===== src/rtl/rth_pkg.sv =====
`default_nettype none

package rth_pkg;

    localparam int COMP_W     = 8;
    localparam int HUE_W      = 9;
    localparam int PCT_W      = 7;
    localparam int HNUM_W     = 14;   // 60 * span, span <= 255
    localparam int SNUM_W     = 15;   // 100 * diff, diff <= 255
    localparam int HQ_W       = 6;    // hue quotient 0..60
    localparam int SQ_W       = 7;    // saturation quotient 0..100
    localparam int HSUM_W     = 10;   // offset plus quotient, up to 420
    localparam int DIV_STAGES = 4;
    localparam int DIV_STEPS  = 2;    // restoring steps per divider stage

    localparam logic [HSUM_W-1:0] DEG_FULL  = HSUM_W'(360);
    localparam logic [HSUM_W-1:0] OFF_RED   = HSUM_W'(360);
    localparam logic [HSUM_W-1:0] OFF_GREEN = HSUM_W'(120);
    localparam logic [HSUM_W-1:0] OFF_BLUE  = HSUM_W'(240);
    localparam logic [PCT_W-1:0]  PCT_MAX   = PCT_W'(100);

    typedef enum logic [1:0] {
        SECT_RED,
        SECT_GREEN,
        SECT_BLUE
    } sector_t;

    // after max/min search
    typedef struct packed {
        sector_t             sector;
        logic                neg;
        logic                grey;
        logic                black;
        logic [COMP_W-1:0]   mx;
        logic [COMP_W-1:0]   d;
        logic [COMP_W-1:0]   span;
    } minmax_t;

    // state carried through the divider stages
    typedef struct packed {
        sector_t             sector;
        logic                neg;
        logic                grey;
        logic                black;
        logic [COMP_W-1:0]   mx;
        logic [COMP_W-1:0]   d;
        logic [PCT_W-1:0]    val;
        logic [HNUM_W-1:0]   hue_rem;
        logic [HQ_W-1:0]     hue_quo;
        logic [SNUM_W-1:0]   sat_rem;
        logic [SQ_W-1:0]     sat_quo;
    } div_t;

    // Two restoring steps of both dividers for one pipeline stage.
    // Hue divides by d, saturation by mx; quotient bits go MSB first.
    function automatic div_t div_stage(input div_t x, input int stage);
        div_t                y;
        int                  j;
        int                  kh;
        int                  ks;
        logic [HNUM_W-1:0]   hsh;
        logic [SNUM_W-1:0]   ssh;
        y = x;
        for (j = 0; j < DIV_STEPS; j++) begin
            kh = HQ_W - 1 - DIV_STEPS * stage - j;
            ks = SQ_W - 1 - DIV_STEPS * stage - j;
            if (kh >= 0) begin
                hsh = HNUM_W'(y.d) << kh;
                if (y.hue_rem >= hsh) begin
                    y.hue_rem = y.hue_rem - hsh;
                    y.hue_quo = y.hue_quo | (HQ_W'(1) << kh);
                end
            end
            if (ks >= 0) begin
                ssh = SNUM_W'(y.mx) << ks;
                if (y.sat_rem >= ssh) begin
                    y.sat_rem = y.sat_rem - ssh;
                    y.sat_quo = y.sat_quo | (SQ_W'(1) << ks);
                end
            end
        end
        return y;
    endfunction

endpackage

`default_nettype wire


===== src/rtl/rth_channels.sv =====
`default_nettype none

interface rth_rgb_if import rth_pkg::*; ();
    logic              valid;
    logic              ready;
    logic [COMP_W-1:0] red_in;
    logic [COMP_W-1:0] green_in;
    logic [COMP_W-1:0] blue_in;

    modport source (output valid, output red_in, output green_in, output blue_in,
                    input ready);
    modport sink   (input valid, input red_in, input green_in, input blue_in,
                    output ready);
endinterface

interface rth_hsv_if import rth_pkg::*; ();
    logic             valid;
    logic             ready;
    logic [HUE_W-1:0] hue_deg;
    logic [PCT_W-1:0] sat_pct;
    logic [PCT_W-1:0] val_pct;

    modport source (output valid, output hue_deg, output sat_pct, output val_pct,
                    input ready);
    modport sink   (input valid, input hue_deg, input sat_pct, input val_pct,
                    output ready);
endinterface

`default_nettype wire


===== src/rtl/rth_front.sv =====
`default_nettype none

module rth_front
    import rth_pkg::*;
(
    input  wire logic clk,
    input  wire logic rst_n,
    rth_rgb_if.sink   rgb,
    output logic      dn_valid,
    input  wire logic dn_ready,
    output div_t      dn_data
);

    minmax_t mm_reg;
    minmax_t mm_next;
    logic    mm_vld_reg;
    div_t    pr_reg;
    div_t    pr_next;
    logic    pr_vld_reg;
    logic    en_mm;
    logic    en_pr;

    logic [COMP_W-1:0]   mx;
    logic [COMP_W-1:0]   mn;
    logic [COMP_W-1:0]   p;
    logic [COMP_W-1:0]   q;
    logic [SNUM_W-1:0]   vnum;
    logic [SNUM_W:0]     vsum;

    assign en_pr     = !pr_vld_reg || dn_ready;
    assign en_mm     = !mm_vld_reg || en_pr;
    assign rgb.ready = en_mm;

    // max, min and sector; ties go red, then green
    always_comb
    begin
        mx = rgb.red_in;
        mn = rgb.red_in;
        if (rgb.green_in > mx) mx = rgb.green_in;
        if (rgb.blue_in  > mx) mx = rgb.blue_in;
        if (rgb.green_in < mn) mn = rgb.green_in;
        if (rgb.blue_in  < mn) mn = rgb.blue_in;
        if (mx == rgb.red_in)
        begin
            mm_next.sector = SECT_RED;
            p = rgb.green_in;
            q = rgb.blue_in;
        end
        else if (mx == rgb.green_in)
        begin
            mm_next.sector = SECT_GREEN;
            p = rgb.blue_in;
            q = rgb.red_in;
        end
        else
        begin
            mm_next.sector = SECT_BLUE;
            p = rgb.red_in;
            q = rgb.green_in;
        end
        mm_next.mx    = mx;
        mm_next.d     = mx - mn;
        mm_next.grey  = (mx == mn);
        mm_next.black = (mx == '0);
        mm_next.neg   = (q > p);
        mm_next.span  = (q > p) ? (q - p) : (p - q);
    end

    // constant products and value percent (divide by 255 via reciprocal)
    always_comb
    begin
        pr_next.sector  = mm_reg.sector;
        pr_next.neg     = mm_reg.neg;
        pr_next.grey    = mm_reg.grey;
        pr_next.black   = mm_reg.black;
        pr_next.mx      = mm_reg.mx;
        pr_next.d       = mm_reg.d;
        pr_next.hue_rem = (HNUM_W'(mm_reg.span) << 6) - (HNUM_W'(mm_reg.span) << 2);
        pr_next.sat_rem = (SNUM_W'(mm_reg.d) << 6) + (SNUM_W'(mm_reg.d) << 5)
                        + (SNUM_W'(mm_reg.d) << 2);
        pr_next.hue_quo = '0;
        pr_next.sat_quo = '0;
        vnum            = (SNUM_W'(mm_reg.mx) << 6) + (SNUM_W'(mm_reg.mx) << 5)
                        + (SNUM_W'(mm_reg.mx) << 2);
        vsum            = (SNUM_W + 1)'(vnum) + (SNUM_W + 1)'(vnum >> 8)
                        + (SNUM_W + 1)'(1);
        pr_next.val     = PCT_W'(vsum >> 8);
    end

    always_ff @(posedge clk or negedge rst_n)
    begin
        if (!rst_n)
        begin
            mm_vld_reg <= 1'b0;
            pr_vld_reg <= 1'b0;
        end
        else
        begin
            if (en_mm) mm_vld_reg <= rgb.valid;
            if (en_pr) pr_vld_reg <= mm_vld_reg;
        end
    end

    always_ff @(posedge clk)
    begin
        if (en_mm && rgb.valid) mm_reg <= mm_next;
        if (en_pr && mm_vld_reg) pr_reg <= pr_next;
    end

    assign dn_valid = pr_vld_reg;
    assign dn_data  = pr_reg;

endmodule

`default_nettype wire


===== src/rtl/rth_div.sv =====
`default_nettype none

module rth_div
    import rth_pkg::*;
(
    input  wire logic clk,
    input  wire logic rst_n,
    input  wire logic up_valid,
    output logic      up_ready,
    input  div_t      up_data,
    output logic      dn_valid,
    input  wire logic dn_ready,
    output div_t      dn_data
);

    div_t                  stg_reg [DIV_STAGES];
    logic [DIV_STAGES-1:0] vld_reg;
    logic [DIV_STAGES-1:0] en;

    genvar s;
    generate
        for (s = 0; s < DIV_STAGES; s++)
        begin : g_stage
            div_t stg_next;
            logic vin;

            if (s == DIV_STAGES - 1)
            begin : g_last
                assign en[s] = !vld_reg[s] || dn_ready;
            end
            else
            begin : g_mid
                assign en[s] = !vld_reg[s] || en[s+1];
            end

            if (s == 0)
            begin : g_first
                assign stg_next = div_stage(up_data, s);
                assign vin      = up_valid;
            end
            else
            begin : g_chain
                assign stg_next = div_stage(stg_reg[s-1], s);
                assign vin      = vld_reg[s-1];
            end

            always_ff @(posedge clk or negedge rst_n)
            begin
                if (!rst_n)
                    vld_reg[s] <= 1'b0;
                else if (en[s])
                    vld_reg[s] <= vin;
            end

            always_ff @(posedge clk)
            begin
                if (en[s] && vin) stg_reg[s] <= stg_next;
            end
        end
    endgenerate

    assign up_ready = en[0];
    assign dn_valid = vld_reg[DIV_STAGES-1];
    assign dn_data  = stg_reg[DIV_STAGES-1];

endmodule

`default_nettype wire


===== src/rtl/rth_back.sv =====
`default_nettype none

module rth_back
    import rth_pkg::*;
(
    input  wire logic clk,
    input  wire logic rst_n,
    input  wire logic up_valid,
    output logic      up_ready,
    input  div_t      up_data,
    rth_hsv_if.source hsv
);

    logic             out_vld_reg;
    logic [HUE_W-1:0] hue_reg;
    logic [HUE_W-1:0] hue_next;
    logic [PCT_W-1:0] sat_reg;
    logic [PCT_W-1:0] sat_next;
    logic [PCT_W-1:0] val_reg;
    logic             en;

    logic [HSUM_W-1:0] base;
    logic [HSUM_W-1:0] hsum;
    logic              frac;

    assign en       = !out_vld_reg || hsv.ready;
    assign up_ready = en;

    // offset plus or minus the sector fraction; a negative fraction floors down
    always_comb
    begin
        case (up_data.sector)
            SECT_RED:   base = OFF_RED;
            SECT_GREEN: base = OFF_GREEN;
            SECT_BLUE:  base = OFF_BLUE;
            default:    base = OFF_BLUE;
        endcase
        frac = (up_data.hue_rem != '0);
        if (up_data.neg)
            hsum = base - HSUM_W'(up_data.hue_quo) - HSUM_W'(frac);
        else
            hsum = base + HSUM_W'(up_data.hue_quo);
        if (hsum >= DEG_FULL)
            hsum = hsum - DEG_FULL;
        hue_next = up_data.grey  ? '0 : HUE_W'(hsum);
        sat_next = up_data.black ? '0 : up_data.sat_quo;
    end

    always_ff @(posedge clk or negedge rst_n)
    begin
        if (!rst_n)
            out_vld_reg <= 1'b0;
        else if (en)
            out_vld_reg <= up_valid;
    end

    always_ff @(posedge clk)
    begin
        if (en && up_valid)
        begin
            hue_reg <= hue_next;
            sat_reg <= sat_next;
            val_reg <= up_data.val;
        end
    end

    assign hsv.valid   = out_vld_reg;
    assign hsv.hue_deg = hue_reg;
    assign hsv.sat_pct = sat_reg;
    assign hsv.val_pct = val_reg;

    a_hue_range: assert property (@(posedge clk) disable iff (!rst_n)
        out_vld_reg |-> (hue_reg < HUE_W'(360)))
        else $error("hue out of range");

    a_sat_range: assert property (@(posedge clk) disable iff (!rst_n)
        out_vld_reg |-> (sat_reg <= PCT_MAX))
        else $error("saturation out of range");

    a_val_range: assert property (@(posedge clk) disable iff (!rst_n)
        out_vld_reg |-> (val_reg <= PCT_MAX))
        else $error("value out of range");

    a_load: assert property (@(posedge clk) disable iff (!rst_n)
        (en && up_valid) |=> out_vld_reg)
        else $error("item dropped at output register");

endmodule

`default_nettype wire


===== src/rtl/rgb_to_hsv_converter.sv =====
`default_nettype none

// RGB to HSV converter for 8-bit pixels. Each item on the rgb channel carries
// one red, green and blue triple; the matching item on the hsv channel gives
// hue in whole degrees (0..359, 0 for grey) and saturation and value in whole
// percent (0..100), all truncated toward zero from the exact rationals. The
// block takes one item every clock while hsv is ready. An accepted item
// reaches hsv through seven register stages: two front stages (max/min
// search, then the constant products and the value percent), four stages of
// the two restoring dividers that form hue and saturation side by side, two
// quotient bits per stage, and the output register. Each stage holds its item
// while the stage below is full and stalled, so back-pressure on hsv fills
// bubbles first and then stalls the input.

module rgb_to_hsv_converter
    import rth_pkg::*;
(
    input  wire logic clk,
    input  wire logic rst_n,
    rth_rgb_if.sink   rgb,
    rth_hsv_if.source hsv
);

    // front end to divider
    logic f_valid;
    logic f_ready;
    div_t f_data;

    // divider to output register
    logic d_valid;
    logic d_ready;
    div_t d_data;

    // min/max, sector, span, products, value percent
    rth_front u_front (
        .clk      (clk),
        .rst_n    (rst_n),
        .rgb      (rgb),
        .dn_valid (f_valid),
        .dn_ready (f_ready),
        .dn_data  (f_data)
    );

    // hue fraction 60*span/diff and saturation 100*diff/max
    rth_div u_div (
        .clk      (clk),
        .rst_n    (rst_n),
        .up_valid (f_valid),
        .up_ready (f_ready),
        .up_data  (f_data),
        .dn_valid (d_valid),
        .dn_ready (d_ready),
        .dn_data  (d_data)
    );

    // add sector offset, wrap, drop special cases, hold the result
    rth_back u_back (
        .clk      (clk),
        .rst_n    (rst_n),
        .up_valid (d_valid),
        .up_ready (d_ready),
        .up_data  (d_data),
        .hsv      (hsv)
    );

endmodule

`default_nettype wire


===== src/flat_wrapper.sv =====
// flat-port wrapper written by rule: the top's interface ports become plain ports
module rgb_to_hsv_converter_flat import rth_pkg::*;
  (clk, rst_n, rgb_valid, rgb_red_in, rgb_green_in, rgb_blue_in, rgb_ready, hsv_valid, hsv_hue_deg, hsv_sat_pct, hsv_val_pct, hsv_ready);
  rth_rgb_if rgb_i ();
  rth_hsv_if hsv_i ();
  input  wire logic clk;
  input  wire logic rst_n;
  input wire logic [$bits(rgb_i.valid)-1:0] rgb_valid;
  input wire logic [$bits(rgb_i.red_in)-1:0] rgb_red_in;
  input wire logic [$bits(rgb_i.green_in)-1:0] rgb_green_in;
  input wire logic [$bits(rgb_i.blue_in)-1:0] rgb_blue_in;
  output wire logic [$bits(rgb_i.ready)-1:0] rgb_ready;
  output wire logic [$bits(hsv_i.valid)-1:0] hsv_valid;
  output wire logic [$bits(hsv_i.hue_deg)-1:0] hsv_hue_deg;
  output wire logic [$bits(hsv_i.sat_pct)-1:0] hsv_sat_pct;
  output wire logic [$bits(hsv_i.val_pct)-1:0] hsv_val_pct;
  input wire logic [$bits(hsv_i.ready)-1:0] hsv_ready;
  assign rgb_i.valid = rgb_valid;
  assign rgb_i.red_in = rgb_red_in;
  assign rgb_i.green_in = rgb_green_in;
  assign rgb_i.blue_in = rgb_blue_in;
  assign rgb_ready = rgb_i.ready;
  assign hsv_valid = hsv_i.valid;
  assign hsv_hue_deg = hsv_i.hue_deg;
  assign hsv_sat_pct = hsv_i.sat_pct;
  assign hsv_val_pct = hsv_i.val_pct;
  assign hsv_i.ready = hsv_ready;
  rgb_to_hsv_converter u_core (.clk(clk), .rst_n(rst_n), .rgb(rgb_i), .hsv(hsv_i));
endmodule

===== config.mk =====
export PLATFORM = sky130hd
export DESIGN_NAME = rgb_to_hsv_converter_flat
export DESIGN_NICKNAME = d
export VERILOG_FILES = /design/src/rtl/rth_pkg.sv /design/src/rtl/rth_channels.sv /design/src/rtl/rth_front.sv /design/src/rtl/rth_div.sv /design/src/rtl/rth_back.sv /design/src/rtl/rgb_to_hsv_converter.sv /design/src/flat_wrapper.sv
export SDC_FILE = /design/constraint.sdc
export NUM_CORES = 1
export LEC_CHECK = 0
export ABC_AREA = 1
export ABC_CLOCK_PERIOD_IN_PS = 6550
export BUFFER_PORTS_ARGS = -buffer_cell sky130_fd_sc_hd__buf_4
export CAP_MARGIN = 40
export CORE_MARGIN = 2
export CORE_UTILIZATION = 50
export CTS_CLUSTER_DIAMETER = 50
export DETAILED_ROUTE_END_ITERATION = 12
export GPL_TIMING_DRIVEN = 0
export HOLD_SLACK_MARGIN = 0.03
export PLACE_DENSITY_LB_ADDON = 0.25
export SETUP_SLACK_MARGIN = 0.15
export SKIP_LAST_GASP = 1
export SLEW_MARGIN = 40
export SYNTH_ARGS = -nofsm -noshare
export SYNTH_HDL_FRONTEND = slang
export SYNTH_SLANG_ARGS = --single-unit

===== constraint.sdc =====
create_clock -name clk -period 6.55 [get_ports clk]
set_clock_uncertainty 0.05 [all_clocks]
set_input_delay 0.655 -clock clk [delete_from_list [all_inputs] [get_ports clk]]
set_output_delay 0.655 -clock clk [all_outputs]
set_load 0.01 [all_outputs]

==> results.toml <==
[clocking]
clkSinkCount = 322
clock_latency_ps = 520
cts_made_buffers = 34
cts_tree = "done"
clock-root-buffer = "clkbuf_16"
cts.clk_slew.worst_paths_ps = 60
h-tree-depth = 2
clk_path_buf_depth = 3

[global_routing]
grt_pass1_wl_mm = 74.6
antenna_found_initial = 0
grt-ovfl-total = 0
grt_pass1_vias = 16000
grt_max_degree = 48
globalRouteTotalUtil = 0.206

[worst_hold_path]
min_path_cells = 0
worst_hold_path_type = "flip-flop to flip-flop"
hp-start = "u_core.u_div.stg_reg[1][5]"
hold_path_end = "u_core.u_div.stg_reg[2][5]"

[floorplan]
row_count = 76
coreArea_um2 = 42800
die_area_um2 = 44800
boundaryPins = 53
die_w_um = 212
chipHeight_um = 212
initial_core_util = 0.503

[timing]
worst_pin_slew_ps = 589
grt_setup_unrepaired = "false"
max_slew_margin = 0.606
setup_violations = 0
hold_viol = 0
period_share = 0.913
max_freq_mhz = 167
fin_ws_ps = 569
finalCriticalPeriod_ps = 5980
slew_viol_final = 0

[synth]
async_flop_share = 0.0217
yosysWarningCount = 0
ys_ff_latch = 322
synthFlopType = "edfxtp_1"
netlist_instances = 2343
syn-cell-area_um2 = 21500
synth_edf_count = 315
postSynthAreaPerCell_um2 = 9.19
synth.net_count = 2590
seq_area_frac_synth = 0.447
synth_cell_types = 61

[worst_setup_path]
rr_endpoint = "u_core.u_div.stg_reg[0][39]"
slowest_stage = "ha_1"
cp.arrival_ps = 6190
cp_slowest_stage_delay_ps = 380
cpMostUsedCell = "nand2_1"
r2r-start = "u_core.u_front.dn_data[53]"
cp-end-kind = "flip-flop"
startpoint_type = "primary input"
crit_required_ps = 6760
rrSetupSlack_ps = 1750
critPathMaxFanout = 10
critical_path_class = "primary input to flip-flop"
ff2ff_path_depth = 23

[finish]
area_delta_synth_final_pct = 11.2
layout_common_cells = "nand2_1 (513), edfxtp_1 (315), inv_1 (310), ha_1 (192), nand3_1 (165)"
stdcell_area_um2 = 24000
multiInputGateArea_um2 = 10500
antenna_cells = 0
layout-drive-gt1-share = 0.110
regArea_um2 = 9630
fin_nets = 2689
final_util = 0.560
fillerInstances = 3742
largest_reg_flops = 213
final_common_cell = "nand2_1"

[route]
viasPerCell = 5.29
drtIter0Drc = 893
finalWirelength_mm = 44.6
drt.antenna.violating_nets = 0
firstDrtPassIters = 5
vias = 15900
post_drt_wl_per_cell_um = 14.8
drc = 0

[run_status]
status = "completed"

[placement]
dp_slack_ps = -157
port_buffers = 52
place.gp.congestion = 0.918
placed_area_um2 = 22800
dp_hpwl_mm = 36.2

[run]
drv_cap = 0
## metrics by stage
step / hold WS (ps) / setup TNS [ps] / instances
floorplan: 309 / 0 / 2343
finish: 353 / 0 / 3013
detailed placement: 355 / -219 / 2949
CTS: 351 / 0 / 3011
global placement: 351 / -165 / 2941
global route: 367 / 0 / 3013
## cells in the mapped netlist, types with 3 or more instances
| cell type | number | share of area |
|---|---|---|
| a211oi_1 | 6 | 0.0021 |
| a21o_1 | 7 | 0.0024 |
| a21oi_1 | 123 | 0.029 |
| a31oi_1 | 4 | 0.0012 |
| and2_1 | 3 | 0.00087 |
| and3_1 | 3 | 0.00087 |
| buf_2 | 4 | 0.00093 |
| buf_4 | 5 | 0.0017 |
| buf_6 | 11 | 0.0058 |
| clkbuf_1 | 7 | 0.0012 |
| dfrtp_1 | 7 | 0.0081 |
| edfxtp_1 | 315 | 0.44 |
| fa_1 | 25 | 0.023 |
| ha_1 | 194 | 0.11 |
| inv_1 | 315 | 0.055 |
| inv_2 | 14 | 0.0024 |
| nand2_1 | 515 | 0.090 |
| nand2_2 | 23 | 0.0067 |
| nand2_4 | 7 | 0.0037 |
| nand3_1 | 165 | 0.038 |
| nand3_2 | 31 | 0.014 |
| nand3_4 | 3 | 0.0024 |
| nand3b_1 | 9 | 0.0031 |
| nand4_1 | 29 | 0.0084 |
| nor2_1 | 143 | 0.025 |
| nor2_2 | 10 | 0.0029 |
| nor2_4 | 5 | 0.0026 |
| nor3_1 | 20 | 0.0046 |
| nor4_1 | 12 | 0.0035 |
| o211ai_1 | 5 | 0.0017 |
| o21a_1 | 5 | 0.0017 |
| o21ai_0 | 119 | 0.028 |
| o21ai_1 | 17 | 0.0039 |
| o21ai_2 | 7 | 0.0028 |
| o21bai_1 | 12 | 0.0042 |
| o221ai_1 | 3 | 0.0012 |
| or2_1 | 4 | 0.0012 |
| or2_2 | 11 | 0.0032 |
| xnor2_1 | 37 | 0.015 |
| xor2_1 | 80 | 0.033 |
## cell type report
type,instances,share of cell area
plain buffers,30,0.0101
multi-input cells,1659,0.436
repair buffers,63,0.0238
flip-flops and latches,322,0.402
clock inverters,23,0.00935
inverters,332,0.0526
well taps,546,0.0285
clock buffers,38,0.0370
## worst max-delay path: cells and delay by family
kind,cells,cell delay (ps)
compound gates,4,440
xor+xnor,1,160
fa+ha+maj,3,1000
buf+inv,9,1110
simple gates,25,2790
## worst max path at each step
stage                     cells after the start          start  slack (ps)                  endpoint
after detailed placement                     41  rgb_red_in[7]        -160  u_core.u_front.mm_reg[5]
after global routing                         45  rgb_red_in[1]         150  u_core.u_front.mm_reg[5]
after global placement                       41  rgb_red_in[7]        -140  u_core.u_front.mm_reg[5]
final                                        42  rgb_red_in[7]         570  u_core.u_front.mm_reg[5]
after floorplan                              45  rgb_red_in[3]         990  u_core.u_front.mm_reg[5]
after CTS                                    44  rgb_red_in[3]         370  u_core.u_front.mm_reg[5]
## metal layers
metal	vias up	part of all wire	GRT usage
li1	8146	-	-
met1	7303	0.41	0.229
met2	357	0.51	0.398
met3	118	0.035	0.0225
met4	0	0.041	0.0838
met5	-	0	0
## cells by family (layout without fill, tap and decap cells)
logic type,count (synthesis),in the layout,share of synthesized area
and+or+nand+nor,999,999,0.215
buffers and inverters,362,486,0.0694
AOI/OAI and AO/OA,323,323,0.0842
DFF,322,322,0.447
adders and majority gates,219,219,0.136
xor gates and xnor gates,117,117,0.0476
muxes,1,1,0.000465
## timing repair
action | in CTS | in global routing
resized for setup | 0 | 9
hold endpoints to repair | 7 | 0
hold buffers | 1 | 0
setup endpoints to repair | 0 | 4
buffers inserted | 0 | 2
Power is not shown: default switching activity piles up to over one toggle a cycle in this logic, so the estimate is an artifact.
